### src/sv/muart_pkg.sv
`default_nettype none

package muart_pkg;

  // Receive ring geometry
  localparam int RX_DEPTH = 8;
  localparam int PTR_W    = (RX_DEPTH > 1) ? $clog2(RX_DEPTH) : 1;
  localparam int FILL_W   = $clog2(RX_DEPTH + 1);
  localparam int SUM_W    = FILL_W + 1;

  // Field widths
  localparam int KIND_W  = 2;
  localparam int OFS_W   = 6;
  localparam int BYTE_W  = 8;
  localparam int RDATA_W = 24;
  localparam int LVL_W   = 8;

  // Item kinds
  typedef enum logic [KIND_W-1:0] {
    KIND_READ  = 2'd0,
    KIND_WRITE = 2'd1,
    KIND_RX    = 2'd2
  } kind_e;

  // Register offsets
  localparam logic [OFS_W-1:0] OFS_IO   = 6'h00;
  localparam logic [OFS_W-1:0] OFS_IER  = 6'h04;
  localparam logic [OFS_W-1:0] OFS_IIR  = 6'h08;
  localparam logic [OFS_W-1:0] OFS_LSR  = 6'h14;
  localparam logic [OFS_W-1:0] OFS_CNTL = 6'h20;
  localparam logic [OFS_W-1:0] OFS_STAT = 6'h24;

  // Fixed read words
  localparam logic [RDATA_W-1:0] IER_BASE     = 24'h0000c0;
  localparam logic [RDATA_W-1:0] IIR_BASE     = 24'h0000c0;
  localparam logic [RDATA_W-1:0] IIR_RX_AVAIL = 24'h000004;
  localparam logic [RDATA_W-1:0] IIR_TX_EMPTY = 24'h000002;
  localparam logic [RDATA_W-1:0] IIR_NO_INT   = 24'h000001;
  localparam logic [RDATA_W-1:0] LSR_BASE     = 24'h000060;
  localparam logic [RDATA_W-1:0] LSR_RX_READY = 24'h000001;
  localparam logic [RDATA_W-1:0] CNTL_VAL     = 24'h000003;
  localparam logic [RDATA_W-1:0] STAT_BASE    = 24'h00030e;
  localparam logic [RDATA_W-1:0] STAT_RX_AVAIL = 24'h000001;

  // Interrupt bits
  localparam int INT_RX  = 0;
  localparam int INT_TX  = 1;
  localparam int INT_W   = 2;
  localparam int FLUSH_BIT = 1;

  // Controller to datapath commands
  typedef struct packed {
    logic load;
    logic exec;
  } cmd_t;

endpackage

`default_nettype wire

### src/sv/muart_ifs.sv
`default_nettype none

// Request channel: bus access or received byte
interface muart_in_if;
  logic                           valid;
  logic                           ready;
  logic [muart_pkg::KIND_W-1:0]   kind;
  logic [muart_pkg::OFS_W-1:0]    reg_offset;
  logic [muart_pkg::BYTE_W-1:0]   write_data;
  logic [muart_pkg::BYTE_W-1:0]   rx_byte;

  modport source (output valid, kind, reg_offset, write_data, rx_byte, input ready);
  modport sink   (input valid, kind, reg_offset, write_data, rx_byte, output ready);
endinterface

// Result channel
interface muart_out_if;
  logic                           valid;
  logic                           ready;
  logic [muart_pkg::RDATA_W-1:0]  read_data;
  logic                           tx_valid;
  logic [muart_pkg::BYTE_W-1:0]   tx_byte;
  logic                           irq;
  logic                           rx_space;
  logic                           rx_dropped;

  modport source (output valid, read_data, tx_valid, tx_byte, irq, rx_space, rx_dropped,
                  input ready);
  modport sink   (input valid, read_data, tx_valid, tx_byte, irq, rx_space, rx_dropped,
                  output ready);
endinterface

`default_nettype wire

### src/sv/muart_ram.sv
`default_nettype none

module muart_ram #(
  parameter int WIDTH = 8,
  parameter int DEPTH = 8
) (
  input  wire logic                                        clk_i,
  input  wire logic                                        we_i,
  input  wire logic [((DEPTH > 1) ? $clog2(DEPTH) : 1)-1:0] waddr_i,
  input  wire logic [WIDTH-1:0]                            wdata_i,
  input  wire logic [((DEPTH > 1) ? $clog2(DEPTH) : 1)-1:0] raddr_i,
  output      logic [WIDTH-1:0]                            rdata_o
);

  logic [WIDTH-1:0] mem [DEPTH];

  // One write port, one registered read port
  always_ff @(posedge clk_i) begin
    if (we_i) begin
      mem[waddr_i] <= wdata_i;
    end
    rdata_o <= mem[raddr_i];
  end

endmodule

`default_nettype wire

### src/sv/muart_ctrl.sv
`default_nettype none

module muart_ctrl (
  input  wire logic            clk_i,
  input  wire logic            rst_ni,
  input  wire logic            in_valid_i,
  output      logic            in_ready_o,
  output      logic            out_valid_o,
  input  wire logic            out_ready_i,
  output      muart_pkg::cmd_t cmd_o
);

  typedef enum logic [1:0] {
    S_IDLE,
    S_EXEC,
    S_OUT
  } state_e;

  state_e state_q;
  logic   in_ready_q;
  logic   out_valid_q;

  // Commands to the datapath
  always_comb begin
    cmd_o.load = in_valid_i && in_ready_q;
    cmd_o.exec = (state_q == S_EXEC);
  end

  // State and registered handshake outputs
  always_ff @(posedge clk_i or negedge rst_ni) begin
    if (!rst_ni) begin
      state_q     <= S_IDLE;
      in_ready_q  <= 1'b1;
      out_valid_q <= 1'b0;
    end else begin
      unique case (state_q)
        S_IDLE: begin
          if (in_valid_i) begin
            state_q    <= S_EXEC;
            in_ready_q <= 1'b0;
          end
        end
        S_EXEC: begin
          state_q     <= S_OUT;
          out_valid_q <= 1'b1;
        end
        S_OUT: begin
          if (out_ready_i) begin
            state_q     <= S_IDLE;
            out_valid_q <= 1'b0;
            in_ready_q  <= 1'b1;
          end
        end
        default: begin
          state_q     <= S_IDLE;
          in_ready_q  <= 1'b1;
          out_valid_q <= 1'b0;
        end
      endcase
    end
  end

  assign in_ready_o  = in_ready_q;
  assign out_valid_o = out_valid_q;

endmodule

`default_nettype wire

### src/sv/muart_dp.sv
`default_nettype none

module muart_dp (
  input  wire logic                              clk_i,
  input  wire logic                              rst_ni,
  input  wire muart_pkg::cmd_t                   cmd_i,
  input  wire logic [muart_pkg::KIND_W-1:0]      kind_i,
  input  wire logic [muart_pkg::OFS_W-1:0]       reg_offset_i,
  input  wire logic [muart_pkg::BYTE_W-1:0]      write_data_i,
  input  wire logic [muart_pkg::BYTE_W-1:0]      rx_byte_i,
  output      logic [muart_pkg::RDATA_W-1:0]     read_data_o,
  output      logic                              tx_valid_o,
  output      logic [muart_pkg::BYTE_W-1:0]      tx_byte_o,
  output      logic                              irq_o,
  output      logic                              rx_space_o,
  output      logic                              rx_dropped_o
);

  // Latched item
  logic [muart_pkg::KIND_W-1:0]  kind_q;
  logic [muart_pkg::OFS_W-1:0]   ofs_q;
  logic [muart_pkg::BYTE_W-1:0]  wdata_q;
  logic [muart_pkg::BYTE_W-1:0]  rbyte_q;

  // Block state
  logic [muart_pkg::PTR_W-1:0]   head_q, head_d;
  logic [muart_pkg::FILL_W-1:0]  fill_q, fill_d;
  logic [muart_pkg::INT_W-1:0]   ien_q, ien_d;
  logic [muart_pkg::INT_W-1:0]   pend_q, pend_d;
  logic [muart_pkg::RX_DEPTH-1:0] valid_q, valid_d;

  // Ring port
  logic                          ram_we;
  logic [muart_pkg::PTR_W-1:0]   slot;
  logic [muart_pkg::SUM_W-1:0]   slot_sum;
  logic [muart_pkg::BYTE_W-1:0]  ram_rdata;
  logic                          rd_valid_q;
  logic [muart_pkg::BYTE_W-1:0]  ring_word;
  logic                          fill_nz;

  // Result
  logic [muart_pkg::RDATA_W-1:0] rdata_q, rdata_d;
  logic                          txv_q, txv_d;
  logic [muart_pkg::BYTE_W-1:0]  txb_q, txb_d;
  logic                          drop_q, drop_d;
  logic                          irq_q;
  logic                          space_q;

  muart_ram #(
    .WIDTH (muart_pkg::BYTE_W),
    .DEPTH (muart_pkg::RX_DEPTH)
  ) u_ring (
    .clk_i   (clk_i),
    .we_i    (ram_we),
    .waddr_i (slot),
    .wdata_i (rbyte_q),
    .raddr_i (head_q),
    .rdata_o (ram_rdata)
  );

  // Valid flag of the entry under the read pointer, aligned with the RAM read
  always_ff @(posedge clk_i or negedge rst_ni) begin
    if (!rst_ni) begin
      rd_valid_q <= 1'b0;
    end else begin
      rd_valid_q <= valid_q[head_q];
    end
  end

  // Capture the accepted item
  always_ff @(posedge clk_i) begin
    if (cmd_i.load) begin
      kind_q  <= kind_i;
      ofs_q   <= reg_offset_i;
      wdata_q <= write_data_i;
      rbyte_q <= rx_byte_i;
    end
  end

  // Item execution
  always_comb begin
    head_d  = head_q;
    fill_d  = fill_q;
    ien_d   = ien_q;
    valid_d = valid_q;
    ram_we  = 1'b0;
    rdata_d = '0;
    txv_d   = 1'b0;
    txb_d   = '0;
    drop_d  = 1'b0;
    fill_nz = (fill_q != '0);
    ring_word = rd_valid_q ? ram_rdata : '0;

    // Tail slot = head + fill, wrapped
    slot_sum = muart_pkg::SUM_W'(head_q) + muart_pkg::SUM_W'(fill_q);
    if (slot_sum >= muart_pkg::SUM_W'(muart_pkg::RX_DEPTH)) begin
      slot_sum = slot_sum - muart_pkg::SUM_W'(muart_pkg::RX_DEPTH);
    end
    slot = slot_sum[muart_pkg::PTR_W-1:0];

    unique case (kind_q)
      muart_pkg::KIND_READ: begin
        unique case (ofs_q)
          muart_pkg::OFS_IO: begin
            rdata_d = muart_pkg::RDATA_W'(ring_word);
            if (fill_nz) begin
              fill_d = fill_q - muart_pkg::FILL_W'(1);
              if (head_q == muart_pkg::PTR_W'(muart_pkg::RX_DEPTH - 1)) begin
                head_d = '0;
              end else begin
                head_d = head_q + muart_pkg::PTR_W'(1);
              end
            end
          end
          muart_pkg::OFS_IER: begin
            rdata_d = muart_pkg::IER_BASE | muart_pkg::RDATA_W'(ien_q);
          end
          muart_pkg::OFS_IIR: begin
            rdata_d = muart_pkg::IIR_BASE
                    | (fill_nz ? muart_pkg::IIR_RX_AVAIL : muart_pkg::IIR_TX_EMPTY)
                    | ((pend_q == '0) ? muart_pkg::IIR_NO_INT : '0);
          end
          muart_pkg::OFS_LSR: begin
            rdata_d = muart_pkg::LSR_BASE | (fill_nz ? muart_pkg::LSR_RX_READY : '0);
          end
          muart_pkg::OFS_CNTL: begin
            rdata_d = muart_pkg::CNTL_VAL;
          end
          muart_pkg::OFS_STAT: begin
            rdata_d = muart_pkg::STAT_BASE;
            if (fill_nz) begin
              rdata_d = rdata_d | muart_pkg::STAT_RX_AVAIL
                      | {muart_pkg::LVL_W'(fill_q), 16'h0000};
            end
          end
          default: rdata_d = '0;
        endcase
      end
      muart_pkg::KIND_WRITE: begin
        unique case (ofs_q)
          muart_pkg::OFS_IO: begin
            txv_d = 1'b1;
            txb_d = wdata_q;
          end
          muart_pkg::OFS_IER: begin
            ien_d = wdata_q[muart_pkg::INT_W-1:0];
          end
          muart_pkg::OFS_IIR: begin
            if (wdata_q[muart_pkg::FLUSH_BIT]) begin
              fill_d = '0;
            end
          end
          default: ;
        endcase
      end
      muart_pkg::KIND_RX: begin
        if (fill_q < muart_pkg::FILL_W'(muart_pkg::RX_DEPTH)) begin
          ram_we        = cmd_i.exec;
          valid_d[slot] = 1'b1;
          fill_d        = fill_q + muart_pkg::FILL_W'(1);
        end else begin
          drop_d = 1'b1;
        end
      end
      default: ;
    endcase

    // Interrupt recompute from the updated state
    pend_d[muart_pkg::INT_RX] = ien_d[muart_pkg::INT_RX] && (fill_d != '0);
    pend_d[muart_pkg::INT_TX] = ien_d[muart_pkg::INT_TX];
  end

  // State update
  always_ff @(posedge clk_i or negedge rst_ni) begin
    if (!rst_ni) begin
      head_q  <= '0;
      fill_q  <= '0;
      ien_q   <= '0;
      pend_q  <= '0;
      valid_q <= '0;
    end else if (cmd_i.exec) begin
      head_q  <= head_d;
      fill_q  <= fill_d;
      ien_q   <= ien_d;
      pend_q  <= pend_d;
      valid_q <= valid_d;
    end
  end

  // Result register
  always_ff @(posedge clk_i) begin
    if (cmd_i.exec) begin
      rdata_q <= rdata_d;
      txv_q   <= txv_d;
      txb_q   <= txb_d;
      drop_q  <= drop_d;
      irq_q   <= (pend_d != '0);
      space_q <= (fill_d < muart_pkg::FILL_W'(muart_pkg::RX_DEPTH));
    end
  end

  assign read_data_o  = rdata_q;
  assign tx_valid_o   = txv_q;
  assign tx_byte_o    = txb_q;
  assign irq_o        = irq_q;
  assign rx_space_o   = space_q;
  assign rx_dropped_o = drop_q;

endmodule

`default_nettype wire

### src/sv/mini_uart_register_block_core.sv
// Mini UART register block with a receive ring.
// in_i carries one item per transfer: a bus read, a bus write, or a byte
// arriving from the serial line (kind 0, 1, 2). out_o returns exactly one
// result per item: read data, the transmit byte for data register writes,
// the interrupt level, ring space and a drop flag.
// An accepted item is latched, executed in the controller's EXEC state
// and its result registered; out_o.valid rises on entry to S_OUT.
// The controller holds one item at a time (accept, execute, deliver)
// and takes a new item only once the last result is delivered; the ring
// RAM has a registered read port that is addressed by the head pointer.
// While out_o is stalled the result holds and in_i.ready stays low, so
// no new item is taken until the result transfer completes.
// Reset clears head, fill, interrupt enables and pending bits and marks
// every ring entry as unwritten (reads as zero); the block is ready at
// once, no clearing pass is needed.
`default_nettype none

module mini_uart_register_block_core (
  input wire logic  clk_i,
  input wire logic  rst_ni,
  muart_in_if.sink  in_i,
  muart_out_if.source out_o
);

  muart_pkg::cmd_t cmd;

  muart_ctrl u_ctrl (
    .clk_i       (clk_i),
    .rst_ni      (rst_ni),
    .in_valid_i  (in_i.valid),
    .in_ready_o  (in_i.ready),
    .out_valid_o (out_o.valid),
    .out_ready_i (out_o.ready),
    .cmd_o       (cmd)
  );

  muart_dp u_dp (
    .clk_i        (clk_i),
    .rst_ni       (rst_ni),
    .cmd_i        (cmd),
    .kind_i       (in_i.kind),
    .reg_offset_i (in_i.reg_offset),
    .write_data_i (in_i.write_data),
    .rx_byte_i    (in_i.rx_byte),
    .read_data_o  (out_o.read_data),
    .tx_valid_o   (out_o.tx_valid),
    .tx_byte_o    (out_o.tx_byte),
    .irq_o        (out_o.irq),
    .rx_space_o   (out_o.rx_space),
    .rx_dropped_o (out_o.rx_dropped)
  );

endmodule

`default_nettype wire

### src/flat_wrapper.sv
// flat-port wrapper written by rule: the top's interface ports become plain ports
module mini_uart_register_block_core_flat 
  (clk_i, rst_ni, in_i_valid, in_i_kind, in_i_reg_offset, in_i_write_data, in_i_rx_byte, in_i_ready, out_o_valid, out_o_read_data, out_o_tx_valid, out_o_tx_byte, out_o_irq, out_o_rx_space, out_o_rx_dropped, out_o_ready);
  muart_in_if in_i_i ();
  muart_out_if out_o_i ();
  input wire logic clk_i;
  input wire logic rst_ni;
  input wire logic [$bits(in_i_i.valid)-1:0] in_i_valid;
  input wire logic [$bits(in_i_i.kind)-1:0] in_i_kind;
  input wire logic [$bits(in_i_i.reg_offset)-1:0] in_i_reg_offset;
  input wire logic [$bits(in_i_i.write_data)-1:0] in_i_write_data;
  input wire logic [$bits(in_i_i.rx_byte)-1:0] in_i_rx_byte;
  output wire logic [$bits(in_i_i.ready)-1:0] in_i_ready;
  output wire logic [$bits(out_o_i.valid)-1:0] out_o_valid;
  output wire logic [$bits(out_o_i.read_data)-1:0] out_o_read_data;
  output wire logic [$bits(out_o_i.tx_valid)-1:0] out_o_tx_valid;
  output wire logic [$bits(out_o_i.tx_byte)-1:0] out_o_tx_byte;
  output wire logic [$bits(out_o_i.irq)-1:0] out_o_irq;
  output wire logic [$bits(out_o_i.rx_space)-1:0] out_o_rx_space;
  output wire logic [$bits(out_o_i.rx_dropped)-1:0] out_o_rx_dropped;
  input wire logic [$bits(out_o_i.ready)-1:0] out_o_ready;
  assign in_i_i.valid = in_i_valid;
  assign in_i_i.kind = in_i_kind;
  assign in_i_i.reg_offset = in_i_reg_offset;
  assign in_i_i.write_data = in_i_write_data;
  assign in_i_i.rx_byte = in_i_rx_byte;
  assign in_i_ready = in_i_i.ready;
  assign out_o_valid = out_o_i.valid;
  assign out_o_read_data = out_o_i.read_data;
  assign out_o_tx_valid = out_o_i.tx_valid;
  assign out_o_tx_byte = out_o_i.tx_byte;
  assign out_o_irq = out_o_i.irq;
  assign out_o_rx_space = out_o_i.rx_space;
  assign out_o_rx_dropped = out_o_i.rx_dropped;
  assign out_o_i.ready = out_o_ready;
  mini_uart_register_block_core u_core (.clk_i(clk_i), .rst_ni(rst_ni), .in_i(in_i_i), .out_o(out_o_i));
endmodule
### config.mk
export PLATFORM = sky130hd
export DESIGN_NAME = mini_uart_register_block_core_flat
export DESIGN_NICKNAME = d
export VERILOG_FILES = /design/src/sv/muart_pkg.sv /design/src/sv/muart_ifs.sv /design/src/sv/muart_ram.sv /design/src/sv/muart_ctrl.sv /design/src/sv/muart_dp.sv /design/src/sv/mini_uart_register_block_core.sv /design/src/flat_wrapper.sv
export SDC_FILE = /design/constraint.sdc
export NUM_CORES = 1
export LEC_CHECK = 0
export BUFFER_PORTS_ARGS = -buffer_cell sky130_fd_sc_hd__buf_2
export CAP_MARGIN = 20
export CORE_MARGIN = 2
export CORE_UTILIZATION = 35
export CTS_BUF_LIST = sky130_fd_sc_hd__clkbuf_4 sky130_fd_sc_hd__clkbuf_8
export DETAILED_ROUTE_END_ITERATION = 8
export HOLD_SLACK_MARGIN = 0.06
export PLACE_DENSITY = 0.59
export SLEW_MARGIN = 0
export SYNTH_ARGS = -nofsm -noshare
export SYNTH_HDL_FRONTEND = slang
export SYNTH_HIERARCHICAL = 1
export SYNTH_SLANG_ARGS = --single-unit
### constraint.sdc
create_clock -name clk_i -period 9.35 [get_ports clk_i]
set_clock_uncertainty 0.2 [all_clocks]
set_input_delay 0.935 -clock clk_i [delete_from_list [all_inputs] [get_ports clk_i]]
set_output_delay 0.935 -clock clk_i [all_outputs]
set_load 0.03 [all_outputs]
==> metrics.cfg, run 1 <==
[run_status]
outcome = completed

[place]
dp.cells = 624
dp_hpwl_mm = 8.014
globalplace.congestion = 0.8979
place_ws_ns = 5.397
place_area_sq_um = 6416
port_buffers = 55

[final_layout]
fin_area_sq_um = 6813
final_core_util = 0.4094
final_nets = 460
syn2layout_area_growth_pct = 13.72
fillers = 1521
antenna_cells = 0
drive_gt1_frac = 0.2785
finalNonFillerCells = 658

[cts]
post_cts_buffers = 0
cts-root-buf = clkbuf_8
cts_resized = 0
cts_tree = yes
hold_buffers = 0
clock_sinks = 144
clock_latency_ns = 0.44
clockBufferDepth = 2
h-tree-depth = 4
clk_pin_slew_worst_paths_ns = 0.08
numCtsBuffers = 17

[setup_path]
crit_top_cell = nor3_1
r2r_slack_ns = 5.73
rr_worst_depth = 6
crit_fanout = 37
required_ns = 9.30
crit_chain = nor2b_4 -> inv_1 -> nor3_1 -> nand2b_1 -> nor3_1 -> buf_2
cpPeakStageDelay_ns = 0.81
critPathCaptureType = flop
cp.arrival_ns = 3.57
critPathLaunchType = flop
r2r-start = u_core/u_ctrl/state_q[0]$_DFFE_PN0P_
critPathKind = flop to flop
r2r-end = u_core/u_dp/u_ring/mem[0][1]$_DFFE_PP_
cpMaxStageDelayCell = nor2b_4

[sta]
finalSetupViolCount = 0
slew_headroom = 0.3164
setup_ws_ns = 5.730
tightest_slew_ns = 1.025
rsz0062_at_grt = false
finalSetupTns_ns = 0
period_share = 0.3872
maxSlewViolCount = 0
fin_crit_ns = 3.620
fmax_mhz = 276.3
fin_hold_ws_ns = 0.2730
hold_viol_final = 0

[grt]
grt_first_pass_wirelength_mm = 18.36
grt_overflow_total = 0
grt_pass1_vias = 3335
grt_use_total = 0.1359
antenna_found_initial = 0
grt_max_degree = 38

[synth]
ys_dominant_reg_cell = edfxtp_1
post-synth-top-area-cell = edfxtp_1
synthTopCellsByArea = edfxtp_1 (57%), dfrtp_1 (9.2%), mux4_1 (6.6%)
syn_area_sq_um = 5991
synth_edf_count = 113
yosysSeqAreaShare = 0.6894
avgSynthCellArea_sq_um = 16.50
syn_inst = 363
yosys.cell_count.top_type = edfxtp_1
synth_top_area_share = 0.5664
yosys_warnings = 6
ys_ff_latch = 144
ys_types = 68
async_reset_ff_frac = 0.1597
synth_common_cells = edfxtp_1 (113), dfrtp_1 (22), nor2_1 (22)

[route]
via_per_inst = 4.950
ant_nets = 0
first_pass_iters = 5
drc = 0
drt_wl_total_mm = 11.39
drt_iter0_markers = 329
vias = 3257
wl_per_cell_um = 17.31

[floorplanning]
die_area_sq_um = 18180
rows = 47
die_width_um = 134.8
core_region_area_sq_um = 16640
initial_core_util = 0.3600
die_h_um = 134.8
num_io_pins = 66

[worst_hold_path]
hold_path.class = flop to flop
min_to = u_core/u_dp/valid_q[2]$_DFFE_PN0P_
min_from = u_core/u_dp/valid_q[2]$_DFFE_PN0P_
hold_depth = 1

[power]
power_mw = 1.583
leakage_nw = 2.492
ir_drop_mv = 0.1085
power_density_nw_per_um2 = 232.4

[run]
max-cap-violations = 0

[power breakdown]
group | leakage (nW) | switching [mW] | internal [mW] | total, mW
Sequential | 1.40 | 0.0657 | 0.779 | 0.844
Clock | 0.189 | 0.223 | 0.243 | 0.466
Combinational | 0.907 | 0.179 | 0.0940 | 0.273
[registers in the layout, summed over array words and instances (netlist names), 3 cells and up]
signal / cells
u_core/u_dp/valid_q: 8
u_core/u_dp/u_ring/mem: 64
u_core/u_dp/head_q: 3
u_core/u_dp/rbyte_q: 8
u_core/u_dp/read_data_o: 13
u_core/u_dp/wdata_q: 8
u_core/u_dp/tx_byte_o: 8
u_core/u_dp/fill_q: 4
u_core/u_dp/u_ring/rdata_o: 8
u_core/u_dp/ofs_q: 6
[critical path, delay by kind of cell (launching register included)]
kind / cells / cell delay [ns]
AND/OR/NAND/NOR: 4 / 2.09
buffers and inverters: 2 / 0.61
flip-flops: 1 / 0.42
[logic make-up (layout without fill, tap and decap cells)]
kind of cell / Yosys count / after routing / share of synthesized area
flip-flops: 144 / 144 / 0.6894
AND/OR/NAND/NOR: 99 / 99 / 0.09859
AO/OA/AOI/OAI: 46 / 46 / 0.05389
multiplexers: 32 / 32 / 0.1042
buffers and inverters: 31 / 97 / 0.03300
adder cells (fa/ha/maj): 7 / 7 / 0.01587
XOR/XNOR: 3 / 3 / 0.004387
other: 1 / 10 / 0.0006260
[worst max path at each step]
stage	startpoint	cells after the start	endpoint
6_report	u_core/u_ctrl/state_q[0]$_DFFE_PN0P_	6	u_core/u_dp/u_ring/mem[0][1]$_DFFE_PP_
3_3_place_gp	u_core/u_ctrl/state_q[0]$_DFFE_PN0P_	5	u_core/u_dp/u_ring/mem[0][2]$_DFFE_PP_
5_1_grt	u_core/u_ctrl/state_q[0]$_DFFE_PN0P_	5	u_core/u_dp/u_ring/mem[5][3]$_DFFE_PP_
3_5_place_dp	u_core/u_dp/head_q[0]$_DFFE_PN0P_	7	u_core/u_dp/u_ring/mem[0][6]$_DFFE_PP_
4_1_cts	u_core/u_dp/head_q[0]$_DFFE_PN0P_	7	u_core/u_dp/u_ring/mem[0][7]$_DFFE_PP_
2_1_floorplan	u_core/u_ctrl/state_q[0]$_DFFE_PN0P_	5	u_core/u_dp/u_ring/mem[4][0]$_DFFE_PP_
[layout by cell type, fill, tap and decap left out, types with 2 or more instances in the layout]
master      instances
clkbuf_4            2
a21o_1              4
a311oi_1            3
ha_1                6
o21a_1              2
inv_1               7
xnor2_1             2
mux2_4              2
clkinvlp_4          4
edfxtp_1          113
dfrtp_1            22
nor2_1             22
mux4_1             15
nor2b_1             5
o2bb2ai_1           2
nor4_1              4
dfxtp_1             8
nand4_1             5
a41o_1              2
o21ai_0             6
a31o_2              4
nand4b_1            2
buf_2              57
clkinv_2            2
nor3_1             10
mux2i_1             2
nand2_1             9
a31oi_1             2
clkbuf_8           21
mux4_2              3
nand2b_1            6
nand3_1             4
mux2_2             10
a21oi_1            11
and3_1              2
and2_1             13
conb_1             10
[routing by layer]
layer	GRT usage	share of wire
met1	0.1734	0.44
met5	0	0
met2	0.2208	0.50
met3	0.03529	0.052
met4	0.05673	0.0071
[final cells by class]
type | count | area, sq um | area share
Clock inverter | 9 | 82.58 | 0.01212
Tap cell | 220 | 275.3 | 0.04040
Clock buffer | 23 | 304.0 | 0.04463
Timing Repair Buffer | 58 | 292.8 | 0.04298
Inverter | 7 | 26.28 | 0.003857
Multi-Input combinational cell | 197 | 1702 | 0.2498
Sequential cell | 144 | 4130 | 0.6062
Power figures use the tool's default switching activity.
==> run 2: changes to the inputs <==
ABC_AREA = 1   (was not set)
clock period = 3.6 ns   (was 9.35 ns; I/O delays follow)
==> run 2 against run 1 <==
- synthesized cell count increased by 72%
- area after synthesis increased by 7.3%
- total power rose to 3.0 times the previous value
- wire length up 14%
- worst setup slack got worse by 5.0 ns
- via count up 31%
- non-clock buffer count increased by 29
- register-to-register slack worse by 5.0 ns
- design area grew 12%
- core utilization up 1.7 points
- clock power increased to 3.5 times the previous value
- largest power group unchanged
==> metrics.cfg, run 2 <==
[setup_path]
r2r-start = u_core/u_dp/fill_q[0]$_DFFE_PN0P_
cp.arrival_ns = 2.79
rr_worst_depth = 9
r2r-end = u_core/u_dp/u_ring/mem[2][2]$_DFFE_PP_
r2r_slack_ns = 0.69
required_ns = 3.47
crit_start = u_core/u_dp/fill_q[0]$_DFFE_PN0P_
crit_fanout = 8
critPathKind = flop to flop
critPathCaptureType = flop
critPathLaunchType = flop

[cts]
clockBufferDepth = 2
cts_tree = yes
h-tree-depth = 4
clock_sinks = 144
cts-root-buf = clkbuf_8
clk_pin_slew_worst_paths_ns = 0.08
numCtsBuffers = 17
post_cts_buffers = 0
clock_latency_ns = 0.44

[run_status]
outcome = completed

[floorplanning]
die_h_um = 139.5
rows = 49
die_width_um = 139.5
core_region_area_sq_um = 17960
die_area_sq_um = 19470
initial_core_util = 0.3579
num_io_pins = 66

[place]
globalplace.congestion = 0.8183
dp_hpwl_mm = 8.851
port_buffers = 55
dp.cells = 898

[synth]
yosys_warnings = 6
synthTopCellsByArea = edfxtp_1 (53%), nand2_1 (10%), dfrtp_1 (8.6%)
ys_dominant_reg_cell = edfxtp_1
async_reset_ff_frac = 0.1597
ys_ff_latch = 144
yosys.cell_count.top_type = nand2_1
synth_edf_count = 113
syn_inst = 624
post-synth-top-area-cell = edfxtp_1
syn_area_sq_um = 6429
synth_common_cells = nand2_1 (178), edfxtp_1 (113), inv_1 (106)
yosysSeqAreaShare = 0.6425
synth_top_area_share = 0.5278
avgSynthCellArea_sq_um = 10.30
ys_types = 41

[route]
vias = 4273
wl_per_cell_um = 13.60
ant_nets = 0
via_per_inst = 4.465
drt_iter0_markers = 308
drc = 0
first_pass_iters = 5
drt_wl_total_mm = 13.02

[final_layout]
multi_input_area_sq_um = 1680
regMostFlops = u_core/u_dp/u_ring/mem
final_common_cell = nand2_1
drive_gt1_frac = 0.1772
final_cell_mix = nand2_1 (178), edfxtp_1 (113), inv_1 (106)
finalNonFillerCells = 957
seqCellArea_sq_um = 4130
fillers = 1703
syn2layout_area_growth_pct = 19.09
antenna_cells = 0
final_nets = 750
largest_reg_flops = 64

[grt]
grt_use_total = 0.1431
grt_pass1_vias = 3994
antenna_found_initial = 0
grt_max_degree = 41
grt_overflow_total = 0
grt_use_met1 = 0.1879
grt_most_used_layer = met2
use_met2 = 0.2278
grt_first_pass_wirelength_mm = 21.13
use_met3 = 0.03131

[power]
leakage_nw = 3.430
power_mw = 4.725
power_density_nw_per_um2 = 617.1
ir_drop_mv = 0.3284

[sta]
fmax_mhz = 343.1
period_share = 0.8096
finalSetupViolCount = 0
fin_crit_ns = 2.915
hold_viol_final = 0
finalSetupTns_ns = 0
slew_headroom = 0.3579
rsz0062_at_grt = false
maxSlewViolCount = 0
tightest_slew_ns = 0.9622

[run]
max-cap-violations = 0

[worst_hold_path]
hold_path.class = primary input to asynchronous set/reset pin

## run 2: critical path, cell delays in order (launching register included)
cell	delay [ns]
dfrtp_1	0.44
ha_1	0.22
fa_1	0.38
xnor2_1	0.15
or2_2	0.27
nand2_1	0.10
inv_1	0.11
inv_1	0.09
nand2_1	0.06
nor2_1	0.53
## run 2: final cells by class
class                      instances  share of cell area
inverter                         118             0.05932
clock inverter                    10             0.03023
sequential                       144              0.5395
timing repair buffer              87             0.07616
tap                              229             0.03742
multi-input combinational        347              0.2195
clock buffer                      22             0.03791
## run 2: per-layer routing
metal | vias to the layer above | wire length (um)
met5 | - | 0
met4 | 0 | 261
met3 | 17 | 595
met2 | 135 | 6252
met1 | 1965 | 5909
li1 | 2156 | -
## run 2: stage by stage
stage / setup slack [ns] / area, sq um / hold slack (ns) / utilization
after floorplan: 0.9125 / 6462 / -0.1356 / -
after global placement: 0.7507 / 6864 / 0.1907 / 0.3821
after detailed placement: 0.7008 / 6864 / 0.1856 / 0.3821
after CTS: 0.6849 / 7656 / 0.2393 / 0.4262
after global routing: 0.4931 / 7656 / 0.2895 / 0.4262
final: 0.6855 / 7656 / 0.2623 / 0.4262
## run 2: how the worst max path moves through the flow
stage / depth (start not counted) / end
final: 9 / u_core/u_dp/u_ring/mem[2][2]$_DFFE_PP_
after global placement: 9 / u_core/u_dp/u_ring/mem[2][0]$_DFFE_PP_
after CTS: 9 / u_core/u_dp/u_ring/mem[1][4]$_DFFE_PP_
after global routing: 9 / u_core/u_dp/u_ring/mem[3][0]$_DFFE_PP_
after detailed placement: 9 / u_core/u_dp/u_ring/mem[1][4]$_DFFE_PP_
after floorplan: 9 / u_core/u_dp/u_ring/mem[2][0]$_DFFE_PP_
## run 2: logic make-up (layout without fill, tap and decap cells)
logic type,count (synthesis),count (layout),synth area share
AOI/OAI and AO/OA,42,42,0.03795
xor gates and xnor gates,1,1,0.001363
adders and majority gates,7,7,0.01479
buffers and inverters,142,237,0.1014
DFF,144,144,0.6425
other,1,10,0.0005833
and+or+nand+nor,287,287,0.2014
## run 2: report_power, final
group | switching, mW | internal (mW)
Sequential | 0.148 | 2.06
Clock | 0.584 | 1.04
Combinational | 0.636 | 0.257
## run 2: timing repair
item | 4_1_cts | 5_1_grt
hold buffers | 27 | 0
gates resized for setup | 0 | 0
hold endpoints to repair | 50 | 0
==> run 3: changes to the inputs <==
clock period = 2.8 ns   (was 3.6 ns; I/O delays follow)
==> run 3 against run 2 <==
- clock-buffer cell count is 5 lower
- non-clock buffer count up 6
- sequential share of layout area is 0.12 points higher
- critical path type unchanged
- design area is 0.23% lower
- register-to-register slack worse by 0.58 ns
- total power increased by 25%
- flip-flop and latch count stayed put
- worst hold slack got worse by 0.10 ns
- via count decreased by 0.77%
- maximum frequency is 8.3% higher
- critical endpoint is now u_core/u_dp/u_ring/mem[4][1]$_DFFE_PP_
==> metrics.cfg, run 3 (synthesis results as in run 2) <==
[floorplanning]
core_region_area_sq_um = 17960
die_area_sq_um = 19470
die_width_um = 139.5
num_io_pins = 66
initial_core_util = 0.3579
rows = 49
die_h_um = 139.5

[run]
max-cap-violations = 0

[power]
power_density_nw_per_um2 = 770.8
leakage_nw = 3.423
ir_drop_mv = 0.3603
power_mw = 5.888

[cts]
clock_sinks = 144
clk_pin_slew_worst_paths_ns = 0.08
clockBufferDepth = 2
numCtsBuffers = 17
cts_tree = yes
post_cts_buffers = 0
h-tree-depth = 4
clock_latency_ns = 0.45
cts-root-buf = clkbuf_8

[grt]
grt_max_degree = 41
grt_most_used_layer = met2
grt_overflow_total = 0
grt_pass1_vias = 4113
grt_use_total = 0.1412
use_met3 = 0.03441
grt_use_met1 = 0.1892
antenna_found_initial = 0
use_met2 = 0.2190
grt_first_pass_wirelength_mm = 21.05

[route]
drc = 0
drt_iter0_markers = 275
wl_per_cell_um = 13.49
first_pass_iters = 4
via_per_inst = 4.407
ant_nets = 0
drt_wl_total_mm = 12.98
vias = 4240

[sta]
finalSetupViolCount = 0
rsz0062_at_grt = true
period_share = 0.9609
fmax_mhz = 371.7
fin_crit_ns = 2.691
slew_headroom = 0.5509
finalSetupTns_ns = 0
maxSlewViolCount = 0
fin_hold_ws_ns = 0.1602
hold_viol_final = 0
tightest_slew_ns = 0.6711

[final_layout]
final_core_util = 0.4252
largest_reg_flops = 64
final_nets = 756
syn2layout_area_growth_pct = 18.82
antenna_cells = 0
regMostFlops = u_core/u_dp/u_ring/mem
final_common_cell = nand2_1
fin_area_sq_um = 7639
final_cell_mix = nand2_1 (178), edfxtp_1 (113), inv_1 (106)
drive_gt1_frac = 0.1801

[setup_path]
cp.arrival_ns = 2.57
required_ns = 2.68
critPathLaunchType = flop
crit_fanout = 8
critPathCaptureType = flop
critPathKind = flop to flop

[run_status]
outcome = completed

[place]
dp_hpwl_mm = 9.063
place_area_sq_um = 6909
port_buffers = 55
globalplace.congestion = 0.8122

[worst_hold_path]
hold_path.class = primary input to asynchronous set/reset pin

[run 3: cell types whose count changed in the layout (fill, tap and decap cells not counted), sizes merged]
cell / delta
buf: +6
bufinv: -1
clkbuf: -5
clkinv: +4
clkinvlp: +1
[run 3: what timing repair did]
action	4_1_cts	5_1_grt
setup endpoints to repair	0	32
gates resized for setup	0	2
hold buffers	27	0
hold endpoints to repair	51	0
[run 3: final cells by class]
class	instances	area, sq um
inverters	118	454.2
flip-flops and latches	144	4130
repair buffers	93	628.1
fillers	1724	10320
clock buffers	17	234.0
well taps	229	286.5
clock inverters	14	220.2
multi-input cells	347	1685
[run 3: path summary, 6_finish.rpt]
kind / endpoint / startpoint / slack, ns / depth (start not counted)
min in group clk_i: u_core/u_dp/valid_q[2]$_DFFE_PN0P_ / u_core/u_dp/valid_q[2]$_DFFE_PN0P_ / 0.26 / 2
worst min register to register: u_core/u_dp/valid_q[2]$_DFFE_PN0P_ / u_core/u_dp/valid_q[2]$_DFFE_PN0P_ / 0.26 / 2
worst max register to register: u_core/u_dp/u_ring/mem[4][1]$_DFFE_PP_ / u_core/u_dp/head_q[0]$_DFFE_PN0P_ / 0.11 / 8
worst max-delay path: u_core/u_dp/u_ring/mem[4][1]$_DFFE_PP_ / u_core/u_dp/head_q[0]$_DFFE_PN0P_ / 0.11 / 8
worst min-delay path: u_core/u_dp/ien_q[0]$_DFFE_PN0P_ / rst_ni / 0.16 / 2
max in group asynchronous: u_core/u_dp/valid_q[3]$_DFFE_PN0P_ / rst_ni / 1.84 / 2
[run 3: metal layers]
layer | vias to the layer above | share of wire
li1 | 2169 | -
met3 | 23 | 0.044
met4 | 0 | 0.021
met2 | 101 | 0.46
met5 | - | 0
met1 | 1947 | 0.47
[run 3: metrics by stage]
step	instances	worst slack (ns)
after global routing	962	-0.01902
after detailed placement	904	0.1213
after floorplan	633	0.1125
after CTS	962	0.1049
after global placement	904	0.1855
final	962	0.1095
[run 3: critical path: stages, from the launching register on]
cell	delay (ns)
dfrtp_1	0.38
ha_1	0.21
fa_1	0.38
xnor2_1	0.19
or2_2	0.14
nand2_1	0.07
inv_1	0.15
nand2_1	0.09
nor2_1	0.54
[run 3: where the power goes]
part	total, mW	switching (mW)	internal (mW)
Combinational	1.19	0.842	0.351
Sequential	2.83	0.181	2.65
Clock	1.86	0.734	1.13
Total	5.89	1.76	4.13
